File: config.mk
export PLATFORM = sky130hd
export DESIGN_NAME = escape_time_fractal_pixel
export DESIGN_NICKNAME = d
export VERILOG_FILES = /design/src/rtl/core/etf_pkg.sv /design/src/rtl/core/etf_datapath.sv /design/src/rtl/core/etf_control.sv /design/src/rtl/core/escape_time_fractal_pixel.sv
export SDC_FILE = /design/constraint.sdc
export NUM_CORES = 2
export LEC_CHECK = 0
export BUFFER_PORTS_ARGS = -buffer_cell sky130_fd_sc_hd__buf_2
export CAP_MARGIN = 15
export CORE_ASPECT_RATIO = 1.25
export CORE_MARGIN = 2
export CORE_UTILIZATION = 55
export CTS_CLUSTER_SIZE = 24
export DETAILED_ROUTE_END_ITERATION = 16
export PLACE_DENSITY_LB_ADDON = 0.1
export SLEW_MARGIN = 20
export SYNTH_ARGS = -nofsm -noshare
export SYNTH_HDL_FRONTEND = slang
export SYNTH_SLANG_ARGS = --single-unit
File: constraint.sdc
create_clock -name aclk -period 24.2 [get_ports aclk]
set_clock_uncertainty 0.15 [all_clocks]
set_input_delay 1.21 -clock aclk [delete_from_list [all_inputs] [get_ports aclk]]
set_output_delay 1.21 -clock aclk [all_outputs]
set_load 0.01 [all_outputs]
File: src/rtl/core/etf_pkg.sv
`timescale 1ns / 1ps
// ----------------------------------------------------------------------------
// Escape-time fractal package
// Shared types and constants for the escape-time fractal pixel block.
// ----------------------------------------------------------------------------
package etf_pkg;

    localparam int CFG_IDX_W = 3;

    typedef enum logic [CFG_IDX_W-1:0] {
        REG_MODE     = 3'd0,
        REG_MAX_ITER = 3'd1,
        REG_C_REAL   = 3'd2,
        REG_C_IMAG   = 3'd3,
        REG_EXPONENT = 3'd4
    } cfg_reg_t;

    typedef enum logic [2:0] {
        ST_IDLE,
        ST_TEST,
        ST_MUL,
        ST_ADD,
        ST_COLOR,
        ST_DIV,
        ST_OUT
    } etf_state_t;

    typedef enum logic [2:0] {
        MOP_SQ_R,
        MOP_SQ_I,
        MOP_RR,
        MOP_II,
        MOP_RI,
        MOP_IR
    } mul_op_t;

    typedef struct packed {
        logic    load;
        logic    mul_go;
        mul_op_t mul_op;
        logic    mul_hi;
        logic    mag_check;
        logic    cx_start;
        logic    cx_step;
        logic    add_c;
        logic    div_start;
        logic    div_step;
    } etf_cmd_t;

    typedef struct packed {
        logic escape;
        logic div_done;
    } etf_status_t;

    localparam int GRAY_MAX  = 255;
    localparam int BLUE_ADD  = 88;

endpackage

File: src/rtl/core/etf_datapath.sv
`timescale 1ns / 1ps
// ----------------------------------------------------------------------------
// Escape-time fractal datapath
// Holds z, the constant c, one fixed-point multiplier and a serial divider.
// ----------------------------------------------------------------------------
module etf_datapath import etf_pkg::*; #(
    parameter int ITER_W    = 13,
    parameter int FRAC_BITS = 28
) (
    input  logic              aclk,
    input  logic              aresetn,
    input  etf_cmd_t          cmd,
    output etf_status_t       status,
    input  logic              mode,
    input  logic [31:0]       c_real_cfg,
    input  logic [31:0]       c_imag_cfg,
    input  logic [31:0]       point_real,
    input  logic [31:0]       point_imag,
    input  logic [ITER_W-1:0] lim,
    input  logic [ITER_W-1:0] it,
    output logic [7:0]        gray
);

    localparam int ZW = FRAC_BITS + 12;
    localparam int PW = 2 * ZW;
    localparam int LW = ZW / 2;
    localparam int QW = ITER_W + 8;
    localparam logic signed [ZW-1:0] ZMAX = {1'b0, {(ZW-1){1'b1}}};
    localparam logic signed [ZW-1:0] ZMIN = {1'b1, {(ZW-1){1'b0}}};

    function automatic logic signed [ZW-1:0] from_q(input logic [31:0] raw);
        logic signed [ZW+31:0] w;
        w = {{ZW{raw[31]}}, raw};
        if (FRAC_BITS >= 28) begin
            w = w <<< (FRAC_BITS - 28);
        end else begin
            w = w >>> (28 - FRAC_BITS);
        end
        return w[ZW-1:0];
    endfunction

    function automatic logic signed [ZW-1:0] clampw(input logic signed [ZW:0] v);
        if (v > $signed({ZMAX[ZW-1], ZMAX})) begin
            return ZMAX;
        end else if (v < $signed({ZMIN[ZW-1], ZMIN})) begin
            return ZMIN;
        end
        return v[ZW-1:0];
    endfunction

    logic signed [ZW-1:0] zr_reg, zi_reg, wr_reg, wi_reg, cr_reg, ci_reg;
    logic signed [ZW-1:0] a_sel, b_sel;
    logic signed [LW:0]   b_part;
    logic signed [ZW+LW:0] part;
    logic signed [PW-1:0] lo_reg;
    logic signed [PW-1:0] prod_reg;
    logic signed [ZW-1:0] prod_s;
    logic signed [ZW-1:0] p0_reg, p1_reg, p2_reg;
    logic signed [ZW:0]   mag_sum;
    logic [QW-1:0]        rem_reg, quo_reg, dvd_reg;
    logic [$clog2(QW+1)-1:0] dcnt_reg;
    logic [QW:0]          rem_sh;
    logic                 escape_reg;

    always_comb begin
        a_sel = zr_reg;
        b_sel = zr_reg;
        case (cmd.mul_op)
            MOP_SQ_R: begin a_sel = zr_reg; b_sel = zr_reg; end
            MOP_SQ_I: begin a_sel = zi_reg; b_sel = zi_reg; end
            MOP_RR:   begin a_sel = wr_reg; b_sel = zr_reg; end
            MOP_II:   begin a_sel = wi_reg; b_sel = zi_reg; end
            MOP_RI:   begin a_sel = wr_reg; b_sel = zi_reg; end
            MOP_IR:   begin a_sel = wi_reg; b_sel = zr_reg; end
            default:  begin a_sel = zr_reg; b_sel = zr_reg; end
        endcase
    end

    // The product is built from the low and the high half of b.
    always_comb begin
        if (cmd.mul_hi) begin
            b_part = (LW+1)'(b_sel >>> LW);
        end else begin
            b_part = $signed({1'b0, b_sel[LW-1:0]});
        end
    end

    assign part = (ZW+LW+1)'(a_sel) * (ZW+LW+1)'(b_part);

    // Floor shift of the exact product, then saturation to the z width.
    always_comb begin
        logic signed [PW-1:0] sh;
        logic [PW-1:0]        hi_bits;
        sh = prod_reg >>> FRAC_BITS;
        hi_bits = PW'(sh >>> (ZW - 1));
        if (hi_bits == '0 || hi_bits == '1) begin
            prod_s = sh[ZW-1:0];
        end else if (sh[PW-1]) begin
            prod_s = ZMIN;
        end else begin
            prod_s = ZMAX;
        end
    end

    assign mag_sum = {p0_reg[ZW-1], p0_reg} + {prod_s[ZW-1], prod_s};
    assign rem_sh  = {rem_reg, dvd_reg[QW-1]};

    always_ff @(posedge aclk) begin
        if (cmd.mul_hi) begin
            prod_reg <= (PW'(part) <<< LW) + lo_reg;
        end else begin
            lo_reg <= PW'(part);
        end
        if (cmd.mul_go) begin
            p2_reg <= p1_reg;
            p1_reg <= p0_reg;
            p0_reg <= prod_s;
        end
        if (cmd.load) begin
            if (mode) begin
                zr_reg <= from_q(point_real);
                zi_reg <= from_q(point_imag);
                cr_reg <= from_q(c_real_cfg);
                ci_reg <= from_q(c_imag_cfg);
            end else begin
                zr_reg <= '0;
                zi_reg <= '0;
                cr_reg <= from_q(point_real);
                ci_reg <= from_q(point_imag);
            end
        end
        if (cmd.cx_start) begin
            wr_reg <= zr_reg;
            wi_reg <= zi_reg;
        end
        if (cmd.cx_step) begin
            wr_reg <= clampw({p2_reg[ZW-1], p2_reg} - {p1_reg[ZW-1], p1_reg});
            wi_reg <= clampw({p0_reg[ZW-1], p0_reg} + {prod_s[ZW-1], prod_s});
        end
        if (cmd.add_c) begin
            zr_reg <= clampw({wr_reg[ZW-1], wr_reg} + {cr_reg[ZW-1], cr_reg});
            zi_reg <= clampw({wi_reg[ZW-1], wi_reg} + {ci_reg[ZW-1], ci_reg});
        end
        if (cmd.div_start) begin
            dvd_reg  <= QW'((lim - it) * 255);
            rem_reg  <= '0;
            quo_reg  <= '0;
            dcnt_reg <= '0;
        end else if (cmd.div_step) begin
            dvd_reg  <= dvd_reg << 1;
            dcnt_reg <= dcnt_reg + 1'b1;
            if (rem_sh >= {1'b0, QW'(lim)}) begin
                rem_reg <= QW'(rem_sh - {1'b0, QW'(lim)});
                quo_reg <= {quo_reg[QW-2:0], 1'b1};
            end else begin
                rem_reg <= rem_sh[QW-1:0];
                quo_reg <= {quo_reg[QW-2:0], 1'b0};
            end
        end
    end

    always_ff @(posedge aclk) begin
        if (!aresetn) begin
            escape_reg <= 1'b0;
        end else if (cmd.mag_check) begin
            escape_reg <= mag_sum > $signed((ZW+1)'(4) <<< FRAC_BITS);
        end
    end

    assign status.escape   = escape_reg;
    assign status.div_done = (dcnt_reg == ($clog2(QW+1))'(QW));
    assign gray            = 8'(GRAY_MAX - quo_reg[7:0]);

endmodule

File: src/rtl/core/etf_control.sv
`timescale 1ns / 1ps
// ----------------------------------------------------------------------------
// Escape-time fractal controller
// Sequences the escape test, complex power, constant add and color division.
// ----------------------------------------------------------------------------
module etf_control import etf_pkg::*; #(
    parameter int ITER_W = 13,
    parameter int EXP_W  = 4
) (
    input  logic              aclk,
    input  logic              aresetn,
    input  logic              start,
    input  logic              out_taken,
    input  logic [ITER_W-1:0] lim,
    input  logic [EXP_W-1:0]  n_pow,
    input  etf_status_t       status,
    output etf_cmd_t          cmd,
    output logic              busy,
    output logic              out_valid,
    output logic              escaped,
    output logic [ITER_W-1:0] it
);

    etf_state_t        state_reg, state_next;
    logic [3:0]        ph_reg, ph_next;
    logic [EXP_W-1:0]  k_reg, k_next;
    logic [ITER_W-1:0] it_reg, it_next;
    logic              esc_reg, esc_next;

    always_ff @(posedge aclk) begin
        if (!aresetn) begin
            state_reg <= ST_IDLE;
            ph_reg    <= '0;
            k_reg     <= '0;
            it_reg    <= '0;
            esc_reg   <= 1'b0;
        end else begin
            state_reg <= state_next;
            ph_reg    <= ph_next;
            k_reg     <= k_next;
            it_reg    <= it_next;
            esc_reg   <= esc_next;
        end
    end

    // Each product is issued as a low half first, then a high half.
    // Test phases: 0-1 issue zr^2, 2-3 issue zi^2, 2 latch zr^2, 4 compare, 5 decide.
    // Product phases: 0-7 issue rr, ii, ri, ir; 2, 4, 6 latch; 8 update w.
    always_comb begin
        state_next = state_reg;
        ph_next    = ph_reg;
        k_next     = k_reg;
        it_next    = it_reg;
        esc_next   = esc_reg;
        case (state_reg)
            ST_IDLE: begin
                if (start) begin
                    it_next  = '0;
                    esc_next = 1'b0;
                    ph_next  = '0;
                    state_next = (lim == '0) ? ST_OUT : ST_TEST;
                end
            end
            ST_TEST: begin
                ph_next = ph_reg + 4'd1;
                if (ph_reg == 4'd5) begin
                    ph_next = '0;
                    if (status.escape) begin
                        esc_next   = 1'b1;
                        state_next = ST_COLOR;
                    end else if (n_pow == EXP_W'(1)) begin
                        state_next = ST_ADD;
                    end else begin
                        k_next     = EXP_W'(1);
                        state_next = ST_MUL;
                    end
                end
            end
            ST_MUL: begin
                ph_next = ph_reg + 4'd1;
                if (ph_reg == 4'd8) begin
                    ph_next = '0;
                    k_next  = k_reg + 1'b1;
                    if (k_reg + 1'b1 == n_pow) begin
                        state_next = ST_ADD;
                    end
                end
            end
            ST_ADD: begin
                it_next = it_reg + 1'b1;
                state_next = (it_reg + 1'b1 == lim) ? ST_OUT : ST_TEST;
            end
            ST_COLOR: begin
                state_next = ST_DIV;
            end
            ST_DIV: begin
                if (status.div_done) begin
                    state_next = ST_OUT;
                end
            end
            ST_OUT: begin
                if (out_taken) begin
                    state_next = ST_IDLE;
                end
            end
            default: begin
                state_next = ST_IDLE;
            end
        endcase
    end

    always_comb begin
        cmd = '0;
        cmd.mul_op = MOP_SQ_R;
        case (state_reg)
            ST_IDLE: begin
                cmd.load = start;
            end
            ST_TEST: begin
                cmd.cx_start = 1'b1;
                if (ph_reg >= 4'd2) begin
                    cmd.mul_op = MOP_SQ_I;
                end
                cmd.mul_hi    = ph_reg[0];
                cmd.mul_go    = (ph_reg == 4'd2);
                cmd.mag_check = (ph_reg == 4'd4);
            end
            ST_MUL: begin
                case (ph_reg)
                    4'd0, 4'd1: cmd.mul_op = MOP_RR;
                    4'd2, 4'd3: cmd.mul_op = MOP_II;
                    4'd4, 4'd5: cmd.mul_op = MOP_RI;
                    4'd6, 4'd7: cmd.mul_op = MOP_IR;
                    default: cmd.mul_op = MOP_RR;
                endcase
                cmd.mul_hi  = ph_reg[0];
                cmd.mul_go  = (ph_reg == 4'd2) || (ph_reg == 4'd4) || (ph_reg == 4'd6);
                cmd.cx_step = (ph_reg == 4'd8);
            end
            ST_ADD: begin
                cmd.add_c = 1'b1;
            end
            ST_COLOR: begin
                cmd.div_start = 1'b1;
            end
            ST_DIV: begin
                cmd.div_step = !status.div_done;
            end
            default: begin
                cmd = '0;
            end
        endcase
    end

    assign busy      = (state_reg != ST_IDLE);
    assign out_valid = (state_reg == ST_OUT);
    assign escaped   = esc_reg;
    assign it        = it_reg;

endmodule

File: src/rtl/core/escape_time_fractal_pixel.sv
`timescale 1ns / 1ps
// ----------------------------------------------------------------------------
// Escape-time fractal pixel
// Each iteration runs the escape test, then the complex power for n > 1 and
// the constant add; an escaping pixel then runs the color division.
// One pixel is processed at a time, and each product is built from a low and
// a high half product. The next input is accepted in the cycle after the
// output transfer completes.
// Reset is synchronous, active low, and loads the register defaults.
// ----------------------------------------------------------------------------
module escape_time_fractal_pixel import etf_pkg::*; #(
    parameter int ITER_LIMIT   = 4096,
    parameter int FRAC_BITS    = 28,
    parameter int MAX_EXPONENT = 8
) (
    input  logic                 aclk,
    input  logic                 aresetn,
    input  logic                 cfg_valid,
    output logic                 cfg_ready,
    input  logic [CFG_IDX_W-1:0] cfg_index,
    input  logic [31:0]          cfg_data,
    input  logic                 s_tvalid,
    output logic                 s_tready,
    // point_real [31:0], point_imag [63:32]
    input  logic [63:0]          s_tdata,
    output logic                 m_tvalid,
    input  logic                 m_tready,
    // red [7:0], green [15:8], blue [23:16], iterations [36:24], inside_res [37]
    output logic [39:0]          m_tdata
);

    localparam int ITER_W = 13;
    localparam int EXP_W  = 4;

    logic              mode_reg;
    logic [ITER_W-1:0] max_it_reg;
    logic [31:0]       c_real_reg, c_imag_reg;
    logic [EXP_W-1:0]  exp_reg;
    logic [ITER_W-1:0] lim, it;
    logic [EXP_W-1:0]  n_pow;
    logic [7:0]        gray;
    logic [8:0]        blue_sum;
    logic              busy, out_valid, escaped, start;
    etf_cmd_t          cmd;
    etf_status_t       status;

    assign cfg_ready = 1'b1;

    always_ff @(posedge aclk) begin
        if (!aresetn) begin
            mode_reg   <= 1'b0;
            max_it_reg <= ITER_W'(256);
            c_real_reg <= '0;
            c_imag_reg <= '0;
            exp_reg    <= EXP_W'(2);
        end else if (cfg_valid) begin
            case (cfg_index)
                REG_MODE:     mode_reg   <= cfg_data[0];
                REG_MAX_ITER: max_it_reg <= cfg_data[ITER_W-1:0];
                REG_C_REAL:   c_real_reg <= cfg_data;
                REG_C_IMAG:   c_imag_reg <= cfg_data;
                REG_EXPONENT: exp_reg    <= cfg_data[EXP_W-1:0];
                default: ;
            endcase
        end
    end

    assign lim = (32'(max_it_reg) > ITER_LIMIT) ? ITER_W'(ITER_LIMIT) : max_it_reg;

    always_comb begin
        if (!mode_reg) begin
            n_pow = EXP_W'(2);
        end else if (exp_reg == '0) begin
            n_pow = EXP_W'(1);
        end else if (32'(exp_reg) > MAX_EXPONENT) begin
            n_pow = EXP_W'(MAX_EXPONENT);
        end else begin
            n_pow = exp_reg;
        end
    end

    assign s_tready = !busy;
    assign start    = s_tvalid && s_tready;

    etf_control #(.ITER_W(ITER_W), .EXP_W(EXP_W)) u_ctrl (
        .aclk      (aclk),
        .aresetn   (aresetn),
        .start     (start),
        .out_taken (m_tready),
        .lim       (lim),
        .n_pow     (n_pow),
        .status    (status),
        .cmd       (cmd),
        .busy      (busy),
        .out_valid (out_valid),
        .escaped   (escaped),
        .it        (it)
    );

    etf_datapath #(.ITER_W(ITER_W), .FRAC_BITS(FRAC_BITS)) u_dp (
        .aclk       (aclk),
        .aresetn    (aresetn),
        .cmd        (cmd),
        .status     (status),
        .mode       (mode_reg),
        .c_real_cfg (c_real_reg),
        .c_imag_cfg (c_imag_reg),
        .point_real (s_tdata[31:0]),
        .point_imag (s_tdata[63:32]),
        .lim        (lim),
        .it         (it),
        .gray       (gray)
    );

    assign blue_sum = {1'b0, gray} + 9'(BLUE_ADD);
    assign m_tvalid = out_valid;

    always_comb begin
        m_tdata = '0;
        m_tdata[36:24] = escaped ? it : lim;
        m_tdata[37]    = !escaped;
        if (escaped) begin
            m_tdata[7:0]   = gray;
            m_tdata[15:8]  = gray;
            m_tdata[23:16] = blue_sum[8] ? 8'(GRAY_MAX) : blue_sum[7:0];
        end
    end

endmodule
==> flow_summary.yaml <==
logic_synthesis:
  netlist_area_mm2: 0.0695
  synth_edf_count: 458
  ys.flop_type: "edfxtp_1"
  async_flop_share_pct: 0
  synth_warnings: 0
  syn-instance-count: 7612
  ys_seq_area_share_pct: 24.0
  synth_area_per_cell_um2: 9.14
  ys_seq_elements: 603
  synth.distinct_cells: 98
clock_tree:
  ctsHoldBuffers: 0
  cts_tree: "built"
  clock_latency_ns: 0.68
  clk_pin_slew_worst_paths_ns: 0.06
  cts_setup_buffers: 0
  cts-resized-gates: 0
  clkSinkCount: 603
  cts_buffers: 68
  cts.root.buffer_cell: "clkbuf_16"
  clk_path_buf_depth: 3
  htree_levels: 3
run:
  cap_violations: 0
final_layout:
  multi_input_area_mm2: 0.0475
  area_delta_synth_final_pct: 6.74
  nNetsFinal: 8999
  regArea_mm2: 0.0167
  fin_area_mm2: 0.0742
  largest_reg_flops: 52
  n_fill_cell: 11221
  drive_gt1_share_pct: 6.88
place:
  placed_cell_area_mm2: 0.0719
  place_congestion: 1.04
  io_buffers: 143
  dp_hpwl_um: 200000
  pre_cts_ws_ns: 10.48
timing:
  setup_viol_count_final: 0
  layout_min_cycle_time_ns: 14.21
  finalSetupTns_ns: 0
  slew_viol_final: 0
  finalCritPeriodShare_pct: 58.7
  hold_viol: 0
  rsz0062_at_grt: "false"
  max_slew_margin_pct: 12.1
  fmax_mhz: 70.4
  fin_hold_ws_ns: 0.301
  tightest_slew_ns: 1.31
  postLayoutSetupSlackWorst_ns: 9.99
setup_path:
  cp-start-kind: "register"
  cpMostUsedCell: "fa_1"
  worstPathArrival_ns: 14.45
  cpMaxStageDelayCell: "a221o_1"
  cp_max_fo: 71
  required_ns: 24.44
  slowest_delay_ns: 1.06
  endpoint_kind: "register"
  criticalPathCategory: "reg2reg"
floorplan:
  rows: 145
  initial_utilization_pct: 55.5
  io_pins: 147
  core_mm2: 0.125
  dieArea_mm2: 0.129
  die_y_um: 402
  die_w_um: 322
grt:
  antenna_found_initial: 5
  grt_max_degree: 72
  grt_overflow_total: 0
  grt_usage_pct: 39.5
  grt_pass1_vias: 58559
  grt_pass1_wl_um: 373000
run_status:
  status: "completed"
routing:
  ant_nets: 0
  drc: 0
  drt-initial-drc-count: 5396
  via_per_inst: 6.16
  drtPass1Iterations: 6
  drt_wl_total_um: 252000
  vias: 56954
  wl_per_cell_um: 27.3
worst_hold_path:
  worstHoldPathType: "reg2reg"
worst paths after layout:
path / startpoint / end / slack (ns) / cells after the start
setup / recovery: u_ctrl.ph_reg[0]$_SDFFE_PN0P_ / u_dp.prod_reg[79]$_DFFE_PP_ / 9.99 / 43
hold / removal: u_dp.p1_reg[10]$_DFFE_PP_ / u_dp.p2_reg[10]$_DFFE_PP_ / 0.30 / 0
setup reg to reg: u_ctrl.ph_reg[0]$_SDFFE_PN0P_ / u_dp.prod_reg[79]$_DFFE_PP_ / 9.99 / 43
hold reg to reg: u_dp.p1_reg[10]$_DFFE_PP_ / u_dp.p2_reg[10]$_DFFE_PP_ / 0.30 / 0
critical path, delay by kind of cell, from the launching register on:
family	cells	cell delay [ns]
buffers and inverters	8	1.55
flip-flops	1	0.45
adder cells (fa/ha/maj)	10	4.69
XOR/XNOR	2	0.60
AND/OR/NAND/NOR	8	1.73
AO/OA/AOI/OAI	15	4.68
metal layers:
layer,up-vias,wire length (um),track usage (%)
met4,2,28400,35.6
met1,28300,86700,43.9
met3,940,18700,7.24
met5,-,10,0
met2,2642,119000,64.4
li1,25070,-,-
cell type report:
class	count	share of cell area, %
well taps	1617	2.73
clock buffers	81	2.47
inverters	1141	5.77
repair buffers	249	2.07
diodes	3	0.0101
clock inverters	42	0.548
multi-input cells	5513	64.0
flip-flops and latches	603	22.4
cell usage in the layout, fill, tap and decap left out, types with 57 or more instances in the layout:
cell type	netlist	final
a21o_1	262	261
a21oi_1	467	462
and2_1	67	66
buf_2	18	143
buf_4	12	104
clkbuf_16	0	69
dfxtp_1	145	144
edfxtp_1	458	458
fa_1	889	889
ha_1	430	430
inv_1	1140	1137
mux2_2	85	85
mux2i_1	73	60
nand2_1	1122	1119
nand3_1	88	86
nand4_1	57	57
nor2_1	517	514
o21ai_0	296	294
o21ai_1	60	58
xnor2_1	198	195
xor2_1	118	118
through the flow:
step                std cells  util [%]
floorplan                7613         -
detailed placement       9121      57.4
global placement         9120      57.4
global route             9246      59.3
CTS                      9244      59.2
finish                   9249      59.3
cell families after synthesis:
group                    count (synthesis)  share of synthesized area (%)
buffers and inverters                 1497                           8.19
other                                    2                         0.0108
AND/OR/NAND/NOR                       2122                           13.2
XOR/XNOR                               317                           4.01
AO/OA/AOI/OAI                         1557                           14.4
adder cells (fa/ha/maj)               1356                           33.9
flip-flops                             603                           24.0
multiplexers                           158                           2.43
cell usage after synthesis, drive strengths merged, types with 13 or more instances:
master | n | area, um2
a211oi | 37 | 278
a21boi | 42 | 315
a21o | 262 | 1970
a21oi | 470 | 2360
a221o | 60 | 602
a221oi | 44 | 392
a31oi | 37 | 231
and2 | 68 | 425
and3 | 53 | 332
buf | 44 | 240
clkbuf | 312 | 1170
dfxtp | 145 | 2900
edfxtp | 458 | 13800
fa | 889 | 17800
ha | 430 | 5380
inv | 1141 | 4280
maj3 | 37 | 370
mux2 | 85 | 957
mux2i | 73 | 731
nand2 | 1122 | 4210
nand2b | 31 | 194
nand3 | 88 | 440
nand4 | 57 | 357
nor2 | 517 | 1940
nor2b | 44 | 275
nor3 | 45 | 230
nor3b | 13 | 113
nor4 | 15 | 100
o211ai | 24 | 190
o21a | 31 | 233
o21ai | 357 | 1790
o21bai | 54 | 405
o31ai | 20 | 155
or3 | 26 | 163
xnor2 | 198 | 1730
xor2 | 118 | 1030
Power is not shown: default switching activity piles up to over one toggle a cycle in this logic, so the estimate is an artifact.
